### config.mk
export PLATFORM = sky130hd
export DESIGN_NAME = pending_ack_tracker_flat
export DESIGN_NICKNAME = d
export VERILOG_FILES = /design/src/sv/pat_pkg.sv /design/src/sv/pat_req_if.sv /design/src/sv/pat_rsp_if.sv /design/src/sv/pat_cfg.sv /design/src/sv/pat_dp.sv /design/src/sv/pat_ctrl.sv /design/src/sv/pending_ack_tracker.sv /design/src/flat_wrapper.sv
export SDC_FILE = /design/constraint.sdc
export NUM_CORES = 1
export LEC_CHECK = 0
export BUFFER_PORTS_ARGS = -buffer_cell sky130_fd_sc_hd__buf_2
export CAP_MARGIN = 20
export CELL_PAD_IN_SITES_DETAIL_PLACEMENT = 1
export CELL_PAD_IN_SITES_GLOBAL_PLACEMENT = 1
export CORE_MARGIN = 4
export CORE_UTILIZATION = 50
export CTS_BUF_LIST = sky130_fd_sc_hd__clkbuf_4 sky130_fd_sc_hd__clkbuf_8
export CTS_CLUSTER_DIAMETER = 100
export DETAILED_ROUTE_END_ITERATION = 12
export MAX_ROUTING_LAYER = met4
export PLACE_DENSITY_LB_ADDON = 0.1
export SLEW_MARGIN = 20
export SYNTH_ARGS = -nofsm -noshare
export SYNTH_HDL_FRONTEND = slang
export SYNTH_SLANG_ARGS = --single-unit
export TNS_END_PERCENT = 5
### constraint.sdc
create_clock -name i_clk -period 7.02 [get_ports i_clk]
set_input_delay 0.702 -clock i_clk [delete_from_list [all_inputs] [get_ports i_clk]]
set_output_delay 0.702 -clock i_clk [all_outputs]
set_load 0.03 [all_outputs]
### src/sv/pat_pkg.sv
package pat_pkg;

    localparam int SLOTS   = 16;
    localparam int SLOT_W  = (SLOTS > 1) ? $clog2(SLOTS) : 1;
    localparam int ID_W    = 16;
    localparam int TAG_W   = 8;
    localparam int STAT_W  = 16;
    localparam int NOW_W   = 31;
    localparam int TMO_W   = 16;
    localparam int DL_W    = 32;
    localparam int PADDR_W = 3;
    localparam int PDATA_W = 32;

    localparam logic [TMO_W-1:0] TIMEOUT_RST = TMO_W'(30);
    // register index taken from paddr[2]
    localparam logic REG_TIMEOUT = 1'b0;

    typedef enum logic [1:0] {
        FN_ADD    = 2'd0,
        FN_SIGNAL = 2'd1,
        FN_CLEAR  = 2'd2,
        FN_CHECK  = 2'd3
    } t_func;

    typedef enum logic [1:0] {
        RC_OK        = 2'd0,
        RC_FULL      = 2'd1,
        RC_NOT_FOUND = 2'd2
    } t_code;

    typedef struct packed {
        logic  load;
        logic  add_wr;
        logic  free_slot;
        logic  rearm;
        logic  idx_inc;
        logic  emit;
        t_code code;
        logic  use_slot;
        logic  stat_clr;
        logic  expired;
        logic  last;
    } t_cmd;

    typedef struct packed {
        t_func func;
        logic  has_free;
        logic  any_used;
        logic  cur_used;
        logic  cur_match;
        logic  cur_late;
        logic  cur_due;
        logic  idx_end;
        logic  none_after;
        logic  out_free;
    } t_sts;

    typedef struct packed {
        t_code              code;
        logic               notify;
        logic [TAG_W-1:0]   tag;
        logic [STAT_W-1:0]  status;
        logic               expired;
        logic               last;
    } t_rsp;

endpackage

### src/sv/pat_req_if.sv
interface pat_req_if;
    import pat_pkg::*;

    logic                     valid;
    logic                     ready;
    logic [1:0]               func;
    logic [ID_W-1:0]          message_id;
    logic [TAG_W-1:0]         context_tag;
    logic                     wants_notify;
    logic signed [STAT_W-1:0] clear_status;
    logic [NOW_W-1:0]         now_sec;

    modport source (
        output valid, func, message_id, context_tag, wants_notify, clear_status, now_sec,
        input  ready
    );

    modport sink (
        input  valid, func, message_id, context_tag, wants_notify, clear_status, now_sec,
        output ready
    );

endinterface

### src/sv/pat_rsp_if.sv
interface pat_rsp_if;
    import pat_pkg::*;

    logic                     valid;
    logic                     ready;
    logic [1:0]               result_code;
    logic                     notify;
    logic [TAG_W-1:0]         done_tag;
    logic signed [STAT_W-1:0] done_status;
    logic                     any_expired;
    logic                     last;

    modport source (
        output valid, result_code, notify, done_tag, done_status, any_expired, last,
        input  ready
    );

    modport sink (
        input  valid, result_code, notify, done_tag, done_status, any_expired, last,
        output ready
    );

endinterface

### src/sv/pat_cfg.sv
module pat_cfg (
    input  logic                         i_clk,
    input  logic                         i_rst_n,
    input  logic                         psel,
    input  logic                         penable,
    input  logic                         pwrite,
    input  logic [pat_pkg::PADDR_W-1:0]  paddr,
    input  logic [pat_pkg::PDATA_W-1:0]  pwdata,
    output logic [pat_pkg::PDATA_W-1:0]  prdata,
    output logic                         pready,
    output logic [pat_pkg::TMO_W-1:0]    o_timeout
);
    import pat_pkg::*;

    logic [TMO_W-1:0] r_timeout;
    logic             w_sel_tmo;

    assign w_sel_tmo = (paddr[2] == REG_TIMEOUT);

    always_ff @(posedge i_clk) begin
        if (!i_rst_n) begin
            r_timeout <= TIMEOUT_RST;
        end else if (psel && penable && pwrite && w_sel_tmo) begin
            r_timeout <= pwdata[TMO_W-1:0];
        end
    end

    assign prdata    = w_sel_tmo ? PDATA_W'(r_timeout) : '0;
    assign pready    = 1'b1;
    assign o_timeout = r_timeout;

endmodule

### src/sv/pat_dp.sv
module pat_dp (
    input  logic                        i_clk,
    input  logic                        i_rst_n,
    input  logic [1:0]                  i_func,
    input  logic [pat_pkg::ID_W-1:0]    i_message_id,
    input  logic [pat_pkg::TAG_W-1:0]   i_context_tag,
    input  logic                        i_wants_notify,
    input  logic [pat_pkg::STAT_W-1:0]  i_clear_status,
    input  logic [pat_pkg::NOW_W-1:0]   i_now_sec,
    input  logic [pat_pkg::TMO_W-1:0]   i_timeout,
    input  pat_pkg::t_cmd               i_cmd,
    output pat_pkg::t_sts               o_sts,
    input  logic                        i_out_ready,
    output logic                        o_out_valid,
    output pat_pkg::t_rsp               o_out
);
    import pat_pkg::*;

    // latched request
    t_func             r_func;
    logic [ID_W-1:0]   r_id;
    logic [TAG_W-1:0]  r_tag;
    logic              r_want;
    logic [STAT_W-1:0] r_cstat;
    logic [NOW_W-1:0]  r_now;
    logic [DL_W-1:0]   r_horizon;
    logic [SLOT_W-1:0] r_idx;

    // slot table
    logic [SLOTS-1:0]  r_used;
    logic [ID_W-1:0]   r_msg_id   [SLOTS];
    logic [TAG_W-1:0]  r_stag     [SLOTS];
    logic              r_snotify  [SLOTS];
    logic [DL_W-1:0]   r_deadline [SLOTS];

    logic              r_out_valid;
    t_rsp              r_out;

    logic [SLOT_W-1:0] w_free_idx;
    logic              w_has_free;
    logic              w_none_after;
    logic              w_notify;

    always_comb begin
        w_free_idx = '0;
        w_has_free = 1'b0;
        for (int i = SLOTS - 1; i >= 0; i--) begin
            if (!r_used[i]) begin
                w_free_idx = SLOT_W'(i);
                w_has_free = 1'b1;
            end
        end
    end

    always_comb begin
        w_none_after = 1'b1;
        for (int i = 0; i < SLOTS; i++) begin
            if (i > int'(r_idx) && r_used[i]) begin
                w_none_after = 1'b0;
            end
        end
    end

    always_ff @(posedge i_clk) begin
        if (i_cmd.load) begin
            r_func    <= t_func'(i_func);
            r_id      <= i_message_id;
            r_tag     <= i_context_tag;
            r_want    <= i_wants_notify;
            r_cstat   <= i_clear_status;
            r_now     <= i_now_sec;
            r_horizon <= DL_W'(i_now_sec) + DL_W'(i_timeout);
        end
    end

    always_ff @(posedge i_clk) begin
        if (!i_rst_n) begin
            r_idx <= '0;
        end else if (i_cmd.load) begin
            r_idx <= '0;
        end else if (i_cmd.idx_inc) begin
            r_idx <= r_idx + SLOT_W'(1);
        end
    end

    always_ff @(posedge i_clk) begin
        if (!i_rst_n) begin
            r_used <= '0;
        end else if (i_cmd.add_wr) begin
            r_used[w_free_idx] <= 1'b1;
        end else if (i_cmd.free_slot) begin
            r_used[r_idx] <= 1'b0;
        end
    end

    always_ff @(posedge i_clk) begin
        if (i_cmd.add_wr) begin
            r_msg_id[w_free_idx]   <= r_id;
            r_stag[w_free_idx]     <= r_tag;
            r_snotify[w_free_idx]  <= r_want;
            r_deadline[w_free_idx] <= r_horizon;
        end else if (i_cmd.rearm) begin
            r_deadline[r_idx] <= r_horizon;
        end
    end

    assign w_notify = i_cmd.use_slot & r_snotify[r_idx];

    always_ff @(posedge i_clk) begin
        if (!i_rst_n) begin
            r_out_valid <= 1'b0;
        end else if (i_cmd.emit) begin
            r_out_valid <= 1'b1;
        end else if (i_out_ready) begin
            r_out_valid <= 1'b0;
        end
    end

    always_ff @(posedge i_clk) begin
        if (i_cmd.emit) begin
            r_out.code    <= i_cmd.code;
            r_out.notify  <= w_notify;
            r_out.tag     <= w_notify ? r_stag[r_idx] : '0;
            r_out.status  <= (w_notify && i_cmd.stat_clr) ? r_cstat : '0;
            r_out.expired <= i_cmd.expired;
            r_out.last    <= i_cmd.last;
        end
    end

    always_comb begin
        o_sts.func       = r_func;
        o_sts.has_free   = w_has_free;
        o_sts.any_used   = |r_used;
        o_sts.cur_used   = r_used[r_idx];
        o_sts.cur_match  = (r_msg_id[r_idx] == r_id);
        o_sts.cur_late   = (r_deadline[r_idx] > r_horizon);
        o_sts.cur_due    = (r_deadline[r_idx] <= DL_W'(r_now));
        o_sts.idx_end    = (r_idx == SLOT_W'(SLOTS - 1));
        o_sts.none_after = w_none_after;
        o_sts.out_free   = !r_out_valid || i_out_ready;
    end

    assign o_out_valid = r_out_valid;
    assign o_out       = r_out;

endmodule

### src/sv/pat_ctrl.sv
module pat_ctrl (
    input  logic           i_clk,
    input  logic           i_rst_n,
    input  logic           i_req_valid,
    output logic           o_req_ready,
    input  pat_pkg::t_sts  i_sts,
    output pat_pkg::t_cmd  o_cmd
);
    import pat_pkg::*;

    typedef enum logic [1:0] {
        ST_IDLE = 2'b01,
        ST_BUSY = 2'b10
    } t_state;

    t_state r_state;
    t_state n_state;
    t_cmd   w_cmd;

    always_ff @(posedge i_clk) begin
        if (!i_rst_n) begin
            r_state <= ST_IDLE;
        end else begin
            r_state <= n_state;
        end
    end

    always_comb begin
        w_cmd       = '0;
        w_cmd.code  = RC_OK;
        n_state     = r_state;
        o_req_ready = 1'b0;
        unique case (r_state)
            ST_IDLE: begin
                o_req_ready = 1'b1;
                if (i_req_valid) begin
                    w_cmd.load = 1'b1;
                    n_state    = ST_BUSY;
                end
            end
            ST_BUSY: begin
                // every step waits for room in the output register
                if (i_sts.out_free) begin
                    unique case (i_sts.func)
                        FN_ADD: begin
                            w_cmd.emit   = 1'b1;
                            w_cmd.last   = 1'b1;
                            w_cmd.add_wr = i_sts.has_free;
                            w_cmd.code   = i_sts.has_free ? RC_OK : RC_FULL;
                            n_state      = ST_IDLE;
                        end
                        FN_SIGNAL: begin
                            if (i_sts.cur_used && i_sts.cur_match) begin
                                w_cmd.emit      = 1'b1;
                                w_cmd.last      = 1'b1;
                                w_cmd.use_slot  = 1'b1;
                                w_cmd.free_slot = 1'b1;
                                n_state         = ST_IDLE;
                            end else if (i_sts.idx_end) begin
                                w_cmd.emit = 1'b1;
                                w_cmd.last = 1'b1;
                                w_cmd.code = RC_NOT_FOUND;
                                n_state    = ST_IDLE;
                            end else begin
                                w_cmd.idx_inc = 1'b1;
                            end
                        end
                        FN_CLEAR: begin
                            if (!i_sts.any_used) begin
                                // empty table: one plain word
                                w_cmd.emit = 1'b1;
                                w_cmd.last = 1'b1;
                                n_state    = ST_IDLE;
                            end else if (i_sts.cur_used) begin
                                w_cmd.emit      = 1'b1;
                                w_cmd.use_slot  = 1'b1;
                                w_cmd.stat_clr  = 1'b1;
                                w_cmd.free_slot = 1'b1;
                                w_cmd.last      = i_sts.none_after;
                                w_cmd.idx_inc   = !i_sts.none_after;
                                if (i_sts.none_after) begin
                                    n_state = ST_IDLE;
                                end
                            end else begin
                                w_cmd.idx_inc = 1'b1;
                            end
                        end
                        FN_CHECK: begin
                            if (i_sts.cur_used && i_sts.cur_late) begin
                                w_cmd.rearm = 1'b1;
                            end
                            if (i_sts.cur_used && !i_sts.cur_late && i_sts.cur_due) begin
                                w_cmd.emit    = 1'b1;
                                w_cmd.last    = 1'b1;
                                w_cmd.expired = 1'b1;
                                n_state       = ST_IDLE;
                            end else if (i_sts.idx_end) begin
                                w_cmd.emit = 1'b1;
                                w_cmd.last = 1'b1;
                                n_state    = ST_IDLE;
                            end else begin
                                w_cmd.idx_inc = 1'b1;
                            end
                        end
                        default: begin
                            n_state = ST_IDLE;
                        end
                    endcase
                end
            end
            default: begin
                n_state = ST_IDLE;
            end
        endcase
    end

    assign o_cmd = w_cmd;

endmodule

### src/sv/pending_ack_tracker.sv
// Add answers with one word; signal, clear and check walk the slot table
// one slot per cycle while the output register has room. Clear emits one
// word per used slot, or one plain word on an empty table. One item is in
// work at a time; the output register lets the next item be accepted while
// a word waits. Synchronous active-low reset empties table, timeout to 30.
module pending_ack_tracker (
    input  logic                         i_clk,
    input  logic                         i_rst_n,
    pat_req_if.sink                      i_req,
    pat_rsp_if.source                    o_rsp,
    input  logic                         psel,
    input  logic                         penable,
    input  logic                         pwrite,
    input  logic [pat_pkg::PADDR_W-1:0]  paddr,
    input  logic [pat_pkg::PDATA_W-1:0]  pwdata,
    output logic [pat_pkg::PDATA_W-1:0]  prdata,
    output logic                         pready
);
    import pat_pkg::*;

    logic [TMO_W-1:0] w_timeout;
    t_cmd             w_cmd;
    t_sts             w_sts;
    t_rsp             w_out;
    logic             w_out_valid;

    pat_cfg u_cfg (
        .i_clk     (i_clk),
        .i_rst_n   (i_rst_n),
        .psel      (psel),
        .penable   (penable),
        .pwrite    (pwrite),
        .paddr     (paddr),
        .pwdata    (pwdata),
        .prdata    (prdata),
        .pready    (pready),
        .o_timeout (w_timeout)
    );

    pat_ctrl u_ctrl (
        .i_clk       (i_clk),
        .i_rst_n     (i_rst_n),
        .i_req_valid (i_req.valid),
        .o_req_ready (i_req.ready),
        .i_sts       (w_sts),
        .o_cmd       (w_cmd)
    );

    pat_dp u_dp (
        .i_clk          (i_clk),
        .i_rst_n        (i_rst_n),
        .i_func         (i_req.func),
        .i_message_id   (i_req.message_id),
        .i_context_tag  (i_req.context_tag),
        .i_wants_notify (i_req.wants_notify),
        .i_clear_status (i_req.clear_status),
        .i_now_sec      (i_req.now_sec),
        .i_timeout      (w_timeout),
        .i_cmd          (w_cmd),
        .o_sts          (w_sts),
        .i_out_ready    (o_rsp.ready),
        .o_out_valid    (w_out_valid),
        .o_out          (w_out)
    );

    assign o_rsp.valid       = w_out_valid;
    assign o_rsp.result_code = w_out.code;
    assign o_rsp.notify      = w_out.notify;
    assign o_rsp.done_tag    = w_out.tag;
    assign o_rsp.done_status = w_out.status;
    assign o_rsp.any_expired = w_out.expired;
    assign o_rsp.last        = w_out.last;

endmodule

### src/flat_wrapper.sv
// flat-port wrapper written by rule: the top's interface ports become plain ports
module pending_ack_tracker_flat import pat_pkg::*;
  (i_clk, i_rst_n, psel, penable, pwrite, paddr, pwdata, prdata, pready, i_req_valid, i_req_func, i_req_message_id, i_req_context_tag, i_req_wants_notify, i_req_clear_status, i_req_now_sec, i_req_ready, o_rsp_valid, o_rsp_result_code, o_rsp_notify, o_rsp_done_tag, o_rsp_done_status, o_rsp_any_expired, o_rsp_last, o_rsp_ready);
  pat_req_if i_req_i ();
  pat_rsp_if o_rsp_i ();
  input  logic i_clk;
  input  logic i_rst_n;
  input  logic psel;
  input  logic penable;
  input  logic pwrite;
  input  logic [pat_pkg::PADDR_W-1:0] paddr;
  input  logic [pat_pkg::PDATA_W-1:0] pwdata;
  output logic [pat_pkg::PDATA_W-1:0] prdata;
  output logic pready;
  input wire logic [$bits(i_req_i.valid)-1:0] i_req_valid;
  input wire logic [$bits(i_req_i.func)-1:0] i_req_func;
  input wire logic [$bits(i_req_i.message_id)-1:0] i_req_message_id;
  input wire logic [$bits(i_req_i.context_tag)-1:0] i_req_context_tag;
  input wire logic [$bits(i_req_i.wants_notify)-1:0] i_req_wants_notify;
  input wire logic [$bits(i_req_i.clear_status)-1:0] i_req_clear_status;
  input wire logic [$bits(i_req_i.now_sec)-1:0] i_req_now_sec;
  output wire logic [$bits(i_req_i.ready)-1:0] i_req_ready;
  output wire logic [$bits(o_rsp_i.valid)-1:0] o_rsp_valid;
  output wire logic [$bits(o_rsp_i.result_code)-1:0] o_rsp_result_code;
  output wire logic [$bits(o_rsp_i.notify)-1:0] o_rsp_notify;
  output wire logic [$bits(o_rsp_i.done_tag)-1:0] o_rsp_done_tag;
  output wire logic [$bits(o_rsp_i.done_status)-1:0] o_rsp_done_status;
  output wire logic [$bits(o_rsp_i.any_expired)-1:0] o_rsp_any_expired;
  output wire logic [$bits(o_rsp_i.last)-1:0] o_rsp_last;
  input wire logic [$bits(o_rsp_i.ready)-1:0] o_rsp_ready;
  assign i_req_i.valid = i_req_valid;
  assign i_req_i.func = i_req_func;
  assign i_req_i.message_id = i_req_message_id;
  assign i_req_i.context_tag = i_req_context_tag;
  assign i_req_i.wants_notify = i_req_wants_notify;
  assign i_req_i.clear_status = i_req_clear_status;
  assign i_req_i.now_sec = i_req_now_sec;
  assign i_req_ready = i_req_i.ready;
  assign o_rsp_valid = o_rsp_i.valid;
  assign o_rsp_result_code = o_rsp_i.result_code;
  assign o_rsp_notify = o_rsp_i.notify;
  assign o_rsp_done_tag = o_rsp_i.done_tag;
  assign o_rsp_done_status = o_rsp_i.done_status;
  assign o_rsp_any_expired = o_rsp_i.any_expired;
  assign o_rsp_last = o_rsp_i.last;
  assign o_rsp_i.ready = o_rsp_ready;
  pending_ack_tracker u_core (.i_clk(i_clk), .i_rst_n(i_rst_n), .i_req(i_req_i), .o_rsp(o_rsp_i), .psel(psel), .penable(penable), .pwrite(pwrite), .paddr(paddr), .pwdata(pwdata), .prdata(prdata), .pready(pready));
endmodule
==> impl_metrics.csv, run 1 <==
group,metric,value,unit
route,via_per_inst,5.95,
finish,final_area,51300,sq um
setup_path,reg2regPathDepth,14,
finish,syn_to_final_growth,14.1,%
power,ir_drop,0.201,mV
setup_path,critPathSlowestCell,"or4_1",
placement,place_inst,3677,
clock_network,cts_tree,"done",
clock_network,numCtsBuffers,175,
sta,relSlewSlack,0.285,
synthesis,ys_async_sr_fraction,0,
clock_network,cts-root-buf,"clkbuf_8",
setup_path,worstPathArrival,6.44,ns
synthesis,synthCells,2399,
placement,port_buffers,144,
power,p_comb_frac,0.034,
hold_path,hold_end,"u_core.u_dp.r_now[0]$_DFFE_PP_",
sta,min_period,5.94,ns
placement,place_area,47600,sq um
power,seqPwrFrac,0.572,
floorplanning,core,88800,sq um
sta,slew_viol_final,0,
sta,hold_viol,0,
synthesis,syn_area,44900,sq um
floorplanning,dieArea,94700,sq um
clock_network,insertion_delay,0.85,ns
synthesis,yosysWarnings,0,
synthesis,synth_edf_count,1047,
setup_path,crit_chain,"buf_12 > mux4_2 > mux4_2 > ha_1 > nand2_1 > o21ai_0 > a221oi_1 > o21ai_0 > a22oi_1 > or4_1 > or3_1 > a21boi_0 > a21oi_4 > buf_12",
route,wl_per_cell,28.8,um
hold_path,min_from,"i_req_now_sec[0]",
grt,antenna_found_initial,1,
setup_path,crit_type,"reg -> reg",
job,max_cap_viol_count,0,
grt,grt_usage,0.256,
synthesis,synth_seq_cells,1090,
synthesis,yosys.area_share.adder,0.0252,
power,p_sw_frac,0.223,
clock_network,clock-sinks,1090,
setup_path,crit_fanout,49,
setup_path,required,7.52,ns
grt,grt_pass1_wl,171000,um
power,pwr-share-clk,0.394,
floorplanning,start_util,0.506,
finish,final_cell_count_no_fill,4019,
route,ant_nets,0,
finish,fillerInstances,7813,
sta,rsz0062_at_grt,"false",
synthesis,synth_top_family_by_area,"multiplexers",
synthesis,yosysUniqueCellTypes,84,
clock_network,clock_path_buffers,3,
synthesis,synthMuxAreaShare,0.142,
route,dr.pass1.iters,5,
clock_network,h-tree-depth,4,
finish,final_cell_mix,"edfxtp_1, mux4_2, clkbuf_8, buf_2, nand2_1",
power,total_power,13.1,mW
route,routed_wl,116000,um
sta,setup_viol,0,
finish,drive_gt1_frac,0.269,
synthesis,syn_area_per_cell,18.7,sq um
clock_network,cts.clk_slew.worst_paths,0.06,ns
setup_path,rrSetupSlack,1.08,ns
finish,final_common_cell,"edfxtp_1",
finish,final_nets,2937,
hold_path,whs_path_depth,1,
route,drtIter0Drc,2094,
setup_path,cp-end-kind,"flip-flop",
clock_network,post_cts_buffers,0,
floorplanning,die_y,308,um
setup_path,critPathLaunchType,"flip-flop",
synthesis,yosys.area_share.simple,0.0427,
synthesis,ys_seq_area_frac,0.719,
hold_path,hold_class,"in -> reg",
power,power_leakage,16.7,nW
grt,first_global_vias,26100,
power,p_per_area,256,nW/um^2
sta,finalClockSkew,0.0274,ns
floorplanning,fp.dieW,308,um
placement,place_congestion,0.861,
setup_path,crit_path_max_incr_delay,0.77,ns
synthesis,synth_compound_area_frac,0.0386,
placement,dp_hpwl,65800,um
route,vias,23900,
setup_path,worst_r2r_endpoint,"u_core.u_dp.r_deadline[9][23]$_DFFE_PP_",
outcome,status,"finished clean",
floorplanning,num_rows,109,
grt,grt_overflow,0,
synthesis,synth-xor-area-share,0.00956,
floorplanning,ios,180,
grt,grt_max_degree,53,
sta,min_period_over_period,0.846,
power,power_switching,2.93,mW
synthesis,ys.flop_type,"edfxtp_1",
power,p_int,10.2,mW
sta,tightestPinTransition,1.07,ns
clock_network,ctsResizeCount,0,
route,drc,0,
sta,fmax,0.168,GHz
-- how the worst max path moves through the flow --
stage,slack (ns),end
6_report,1.08,u_core.u_dp.r_deadline[9][23]$_DFFE_PP_
3_5_place_dp,1.07,u_core.u_dp.r_deadline[9][22]$_DFFE_PP_
3_3_place_gp,1.10,u_core.u_dp.r_deadline[9][16]$_DFFE_PP_
2_1_floorplan,-0.64,u_core.u_dp.r_deadline[8][0]$_DFFE_PP_
5_1_grt,0.87,u_core.u_dp.r_deadline[9][21]$_DFFE_PP_
4_1_cts,1.04,u_core.u_dp.r_deadline[9][21]$_DFFE_PP_
-- sequential cells by signal, indices dropped and copies added (netlist names), 2 cells and up, named ones only --
register / cells
u_core.u_ctrl.r_state: 2
u_core.u_dp.r_idx: 4
u_core.u_dp.r_deadline: 512
u_core.u_dp.r_stag: 128
u_core.u_dp.r_now: 31
u_core.u_dp.r_msg_id: 256
u_core.u_cfg.o_timeout: 16
u_core.u_dp.r_used: 16
u_core.u_dp.r_id: 16
u_core.u_dp.r_horizon: 32
u_core.u_dp.r_tag: 8
u_core.u_dp.r_func: 2
u_core.u_dp.r_cstat: 16
u_core.u_dp.o_out: 29
u_core.u_dp.r_snotify: 16
-- cell families after synthesis --
| kind of cell | count (synthesis) |
|---|---|
| simple gates | 372 |
| buf+inv | 220 |
| other cells | 2 |
| flops | 1090 |
| fa+ha+maj | 90 |
| mux | 315 |
| xor+xnor | 49 |
| compound gates | 261 |
-- worst max-delay path: cells and delay by family, from the launching register on --
family / cells / cell delay [ns]
flip-flops: 1 / 0.41
AND/OR/NAND/NOR: 3 / 1.32
adder cells (fa/ha/maj): 1 / 0.35
buffers and inverters: 2 / 0.66
multiplexers: 2 / 1.11
AO/OA/AOI/OAI: 6 / 1.64
-- layout make-up --
| class | count | area (sq um) | area share |
|---|---|---|---|
| Clock inverter | 75 | 443 | 0.00864 |
| Clock buffer | 223 | 2790 | 0.0544 |
| Inverter | 109 | 410 | 0.00801 |
| Timing Repair Buffer | 251 | 1880 | 0.0367 |
| Multi-Input combinational cell | 1104 | 12000 | 0.233 |
| Antenna cell | 2 | 5.00 | 0.0000976 |
| Sequential cell | 1090 | 32300 | 0.630 |
| Tap cell | 1165 | 1460 | 0.0284 |
-- cell usage after synthesis (all sizes together) (21+ instances only) --
cell type  instances  area share
a21oi             74      0.0082
and2              23      0.0032
buf               61      0.0092
clkbuf            50      0.0043
dfxtp             43       0.019
edfxtp          1047        0.70
ha                89       0.025
inv              107      0.0089
mux2i             55       0.012
mux4             255        0.13
nand2            113      0.0095
nand3             25      0.0028
nor2              64      0.0054
nor2b             40      0.0056
nor3              21      0.0023
o21ai             42      0.0047
xnor2             29      0.0057
-- timing repair --
| action | 4_1_cts | 5_1_grt |
|---|---|---|
| hold buffers | 42 | 0 |
| setup endpoints to repair | 0 | 0 |
| endpoints found under the hold margin | 42 | 0 |
-- power by group through the flow --
| stage | clock network, mW | registers, mW | logic [mW] |
|---|---|---|---|
| after floorplan | 0 | 7.57 | 0.260 |
| after global placement | 0 | 7.61 | 0.408 |
| after detailed placement | 0 | 7.64 | 0.426 |
| after CTS | 5.30 | 7.50 | 0.448 |
| after global routing | 5.63 | 7.52 | 0.485 |
| final | 5.17 | 7.50 | 0.442 |
-- stage by stage --
step	TNS [ns]	hold slack (ns)	util	setup slack, ns
global placement	0	0.471	0.536	1.10
global route	0	0.0235	0.577	0.870
finish	0	0.0748	0.577	1.08
detailed placement	0	0.471	0.536	1.07
floorplan	-122.46	0.448	-	-0.644
CTS	0	0.000772	0.577	1.04
-- metal layers --
layer	share of wire	global-route usage
met3	0.046	0.0389
met5	0	-
met2	0.52	0.427
met1	0.41	0.330
met4	0.022	0.0751
(Power assumes the default switching activity.)
==> run 2, diff against run 1 <==
ABC_AREA = 1   (was default)
CORE_UTILIZATION = 52   (was 50)
clock period = 5.8 ns   (was 7.02 ns; I/O delays follow)
==> run 2 against run 1 <==
Sequential power rose by 29%. Critical path depth is 9 higher. Combinational power rose to 2.8 times the previous value. Clock power increased by 29%. Synthesized area grew 3.1%. Sequential share of layout area fell by 2.1 points. Final cell count increased by 37%. First-iteration DRC count is 40% higher. Worst setup slack got worse by 0.72 ns. Count of clock-buffer cells in the layout rose by 41. Synthesized cell count grew 63%. Power grew 34%. Largest power group unchanged.
==> impl_metrics.csv, run 2 <==
group,metric,value,unit
grt,first_global_vias,34200,
finish,final_nets,4390,
route,routed_wl,133000,um
synthesis,ys_async_sr_fraction,0,
synthesis,synth_top_area_frac,0.679,
synthesis,synth_common_cells,"edfxtp_1, nand2_1, nor2_1",
route,wl_per_cell,24.2,um
synthesis,ys.flop_type,"edfxtp_1",
synthesis,syn_area,46300,sq um
synthesis,yosys.area_share.simple,0.126,
power,pwr-share-clk,0.380,
clock_network,h-tree-depth,4,
synthesis,synthMuxAreaShare,0,
setup_path,rrSetupSlack,0.37,ns
sta,min_period_over_period,0.937,
power,power_leakage,19.4,nW
finish,syn_to_final_growth,14.5,%
sta,hold_viol,0,
grt,grt_max_degree,153,
finish,register_area,32300,sq um
synthesis,synthCells,3902,
finish,fillerInstances,9041,
power,ir_drop,0.257,mV
floorplanning,core,88400,sq um
clock_network,post_cts_buffers,0,
setup_path,crit_fanout,130,
sta,setup_viol,0,
route,vias,32100,
sta,relSlewSlack,0.239,
grt,grt_overflow,0,
synthesis,synth_top_family_by_area,"simple AND/OR/NAND/NOR gates",
setup_path,crit_end,"u_core.u_dp.r_deadline[9][28]$_DFFE_PP_",
sta,slew_viol_final,0,
clock_network,cts_tree,"done",
clock_network,numCtsBuffers,181,
synthesis,synth_seq_cells,1090,
power,p_int,13.2,mW
setup_path,reg2regPathDepth,23,
sta,rsz0062_at_grt,"false",
route,ant_nets,0,
finish,top_register,"u_core.u_dp.r_deadline",
placement,place_congestion,0.858,
synthesis,ys_seq_area_frac,0.698,
clock_network,clock_path_buffers,3,
synthesis,syn_area_per_cell,11.9,sq um
clock_network,cts-root-buf,"clkbuf_8",
route,via_per_inst,5.84,
grt,antenna_found_initial,3,
sta,finalClockSkew,0.0361,ns
power,total_power,17.6,mW
outcome,status,"finished clean",
finish,final_cell_count_no_fill,5499,
sta,min_period,5.43,ns
sta,tightestPinTransition,1.14,ns
clock_network,ctsHoldBuffers,88,
clock_network,insertion_delay,0.85,ns
placement,port_buffers,144,
setup_path,worst_r2r_endpoint,"u_core.u_dp.r_deadline[9][28]$_DFFE_PP_",
floorplanning,fp.dieW,306,um
finish,drive_gt1_frac,0.136,
placement,place_inst,5075,
setup_path,crit_type,"reg -> reg",
placement,dp_hpwl,75700,um
setup_path,worstPathArrival,5.94,ns
power,p_comb_frac,0.071,
floorplanning,die_y,306,um
power,p_sw_frac,0.250,
synthesis,synth_top_cell_by_area,"edfxtp_1",
synthesis,yosysUniqueCellTypes,51,
synthesis,synth_area_leaders,"edfxtp_1, nand2_1, nor2_1",
synthesis,synth_compound_area_frac,0.0991,
hold_path,hold_class,"in -> reg",
floorplanning,ios,180,
grt,grt_usage,0.291,
clock_network,ctsResizeCount,0,
job,max_cap_viol_count,0,
floorplanning,dieArea,93900,sq um
sta,setup_tns,0,ns
synthesis,synth_most_common_cell,"edfxtp_1",
route,drtIter0Drc,2927,
synthesis,synth_edf_count,1047,
synthesis,yosysWarnings,0,
finish,utilization,0.600,
clock_network,clock-sinks,1090,
floorplanning,num_rows,109,
finish,largest_reg_flops,512,
setup_path,cp-end-kind,"flip-flop",
finish,reg_top3,"u_core.u_dp.r_deadline (512), u_core.u_dp.r_msg_id (256), u_core.u_dp.r_stag (128)",
synthesis,synth-xor-area-share,0.00549,
floorplanning,start_util,0.524,
finish,final_cell_mix,"edfxtp_1, nand2_1, nor2_1, o21ai_0, inv_1",
route,dr.pass1.iters,6,
setup_path,required,6.31,ns
clock_network,cts.clk_slew.worst_paths,0.06,ns
setup_path,critPathLaunchType,"flip-flop",
power,p_per_area,331,nW/um^2
route,drc,0,
power,seqPwrFrac,0.549,
synthesis,yosys.area_share.adder,0.0245,
finish,final_common_cell,"edfxtp_1",
grt,grt_pass1_wl,202000,um
power,power_switching,4.40,mW
sta,fmax,0.184,GHz
finish,multi_input_area,12100,sq um
==> run 2: changes by cell type after synthesis, moves of 55 or more <==
cell      delta
o21ai_0    +348
clkbuf_1    +89
nor2_1     +466
nand3_1    +200
o211ai_1    +62
o221ai_1   +104
inv_1      +164
mux2i_1     -55
mux4_2     -249
nand2_1    +471
==> run 2: kinds of logic after synthesis <==
group                    after synthesis
AND/OR/NAND/NOR                     1411
flip-flops                          1090
AO/OA/AOI/OAI                        777
buffers and inverters                503
adder cells (fa/ha/maj)               90
XOR/XNOR                              29
other                                  2
==> run 2: critical path: stages, from the launching register on <==
cell,delay (ns)
dfxtp_4,0.42
clkinv_8,0.41
buf_4,0.49
o21ai_0,0.26
o22ai_1,0.09
o211ai_1,0.26
nand2_1,0.21
ha_1,0.34
nand2_1,0.05
inv_1,0.09
nand3_1,0.08
nor2_1,0.21
nand2_1,0.08
nand2_1,0.07
nand2_1,0.05
nand2_1,0.08
and2_1,0.22
nand3_1,0.23
nand2_1,0.15
o21ai_0,0.19
inv_1,0.14
nand3_1,0.34
nor2_4,0.26
buf_4,0.33
==> run 2: how the worst min path moves through the flow <==
| stage | from | end | slack, ns | depth (start not counted) |
|---|---|---|---|---|
| after detailed placement | u_core.u_cfg.o_timeout[9]$_SDFFE_PN0P_ | u_core.u_cfg.o_timeout[9]$_SDFFE_PN0P_ | 0.47 | 2 |
| after CTS | i_req_now_sec[22] | u_core.u_dp.r_now[22]$_DFFE_PP_ | 0.01 | 1 |
| after floorplan | u_core.u_cfg.o_timeout[0]$_SDFFE_PN0P_ | u_core.u_cfg.o_timeout[0]$_SDFFE_PN0P_ | 0.45 | 2 |
| final | i_req_now_sec[22] | u_core.u_dp.r_now[22]$_DFFE_PP_ | 0.12 | 1 |
| after global placement | u_core.u_cfg.o_timeout[8]$_SDFFE_PN0P_ | u_core.u_cfg.o_timeout[8]$_SDFFE_PN0P_ | 0.46 | 2 |
| after global routing | i_req_now_sec[30] | u_core.u_dp.r_now[30]$_DFFE_PP_ | 0.06 | 1 |
==> run 2: power by group through the flow <==
stage | combinational (mW) | sequential (mW) | clock [mW]
floorplan | 0.797 | 9.63 | 0
global placement | 1.13 | 9.76 | 0
detailed placement | 1.19 | 9.80 | 0
CTS | 1.25 | 9.64 | 6.79
global route | 1.40 | 9.69 | 7.19
finish | 1.25 | 9.65 | 6.68
==> run 2: metal layers <==
layer | global-route usage | wire [um] | up-vias
met2 | 0.466 | 64500 | 1160
met4 | 0.0886 | 3240 | 0
met3 | 0.0559 | 9550 | 261
li1 | - | - | 14500
met5 | - | 0 | -
met1 | 0.382 | 56000 | 16200
==> run 2: layout make-up <==
type,count,share of cell area
multi-input combinational,2324,0.229
clock buffer,264,0.0594
inverter,277,0.0201
antenna,1,0.0000472
sequential,1090,0.609
tap,1165,0.0275
timing repair buffer,310,0.0477
clock inverter,68,0.00727
==> run 2: metrics by stage <==
step	hold slack [ns]	instance area [sq um]	setup WS, ns
detailed placement	0.473	48600	0.399
CTS	0.0128	53000	0.346
global placement	0.463	48600	0.690
floorplan	0.448	46400	0.461
global route	0.0573	53000	0.00313
finish	0.120	53000	0.367
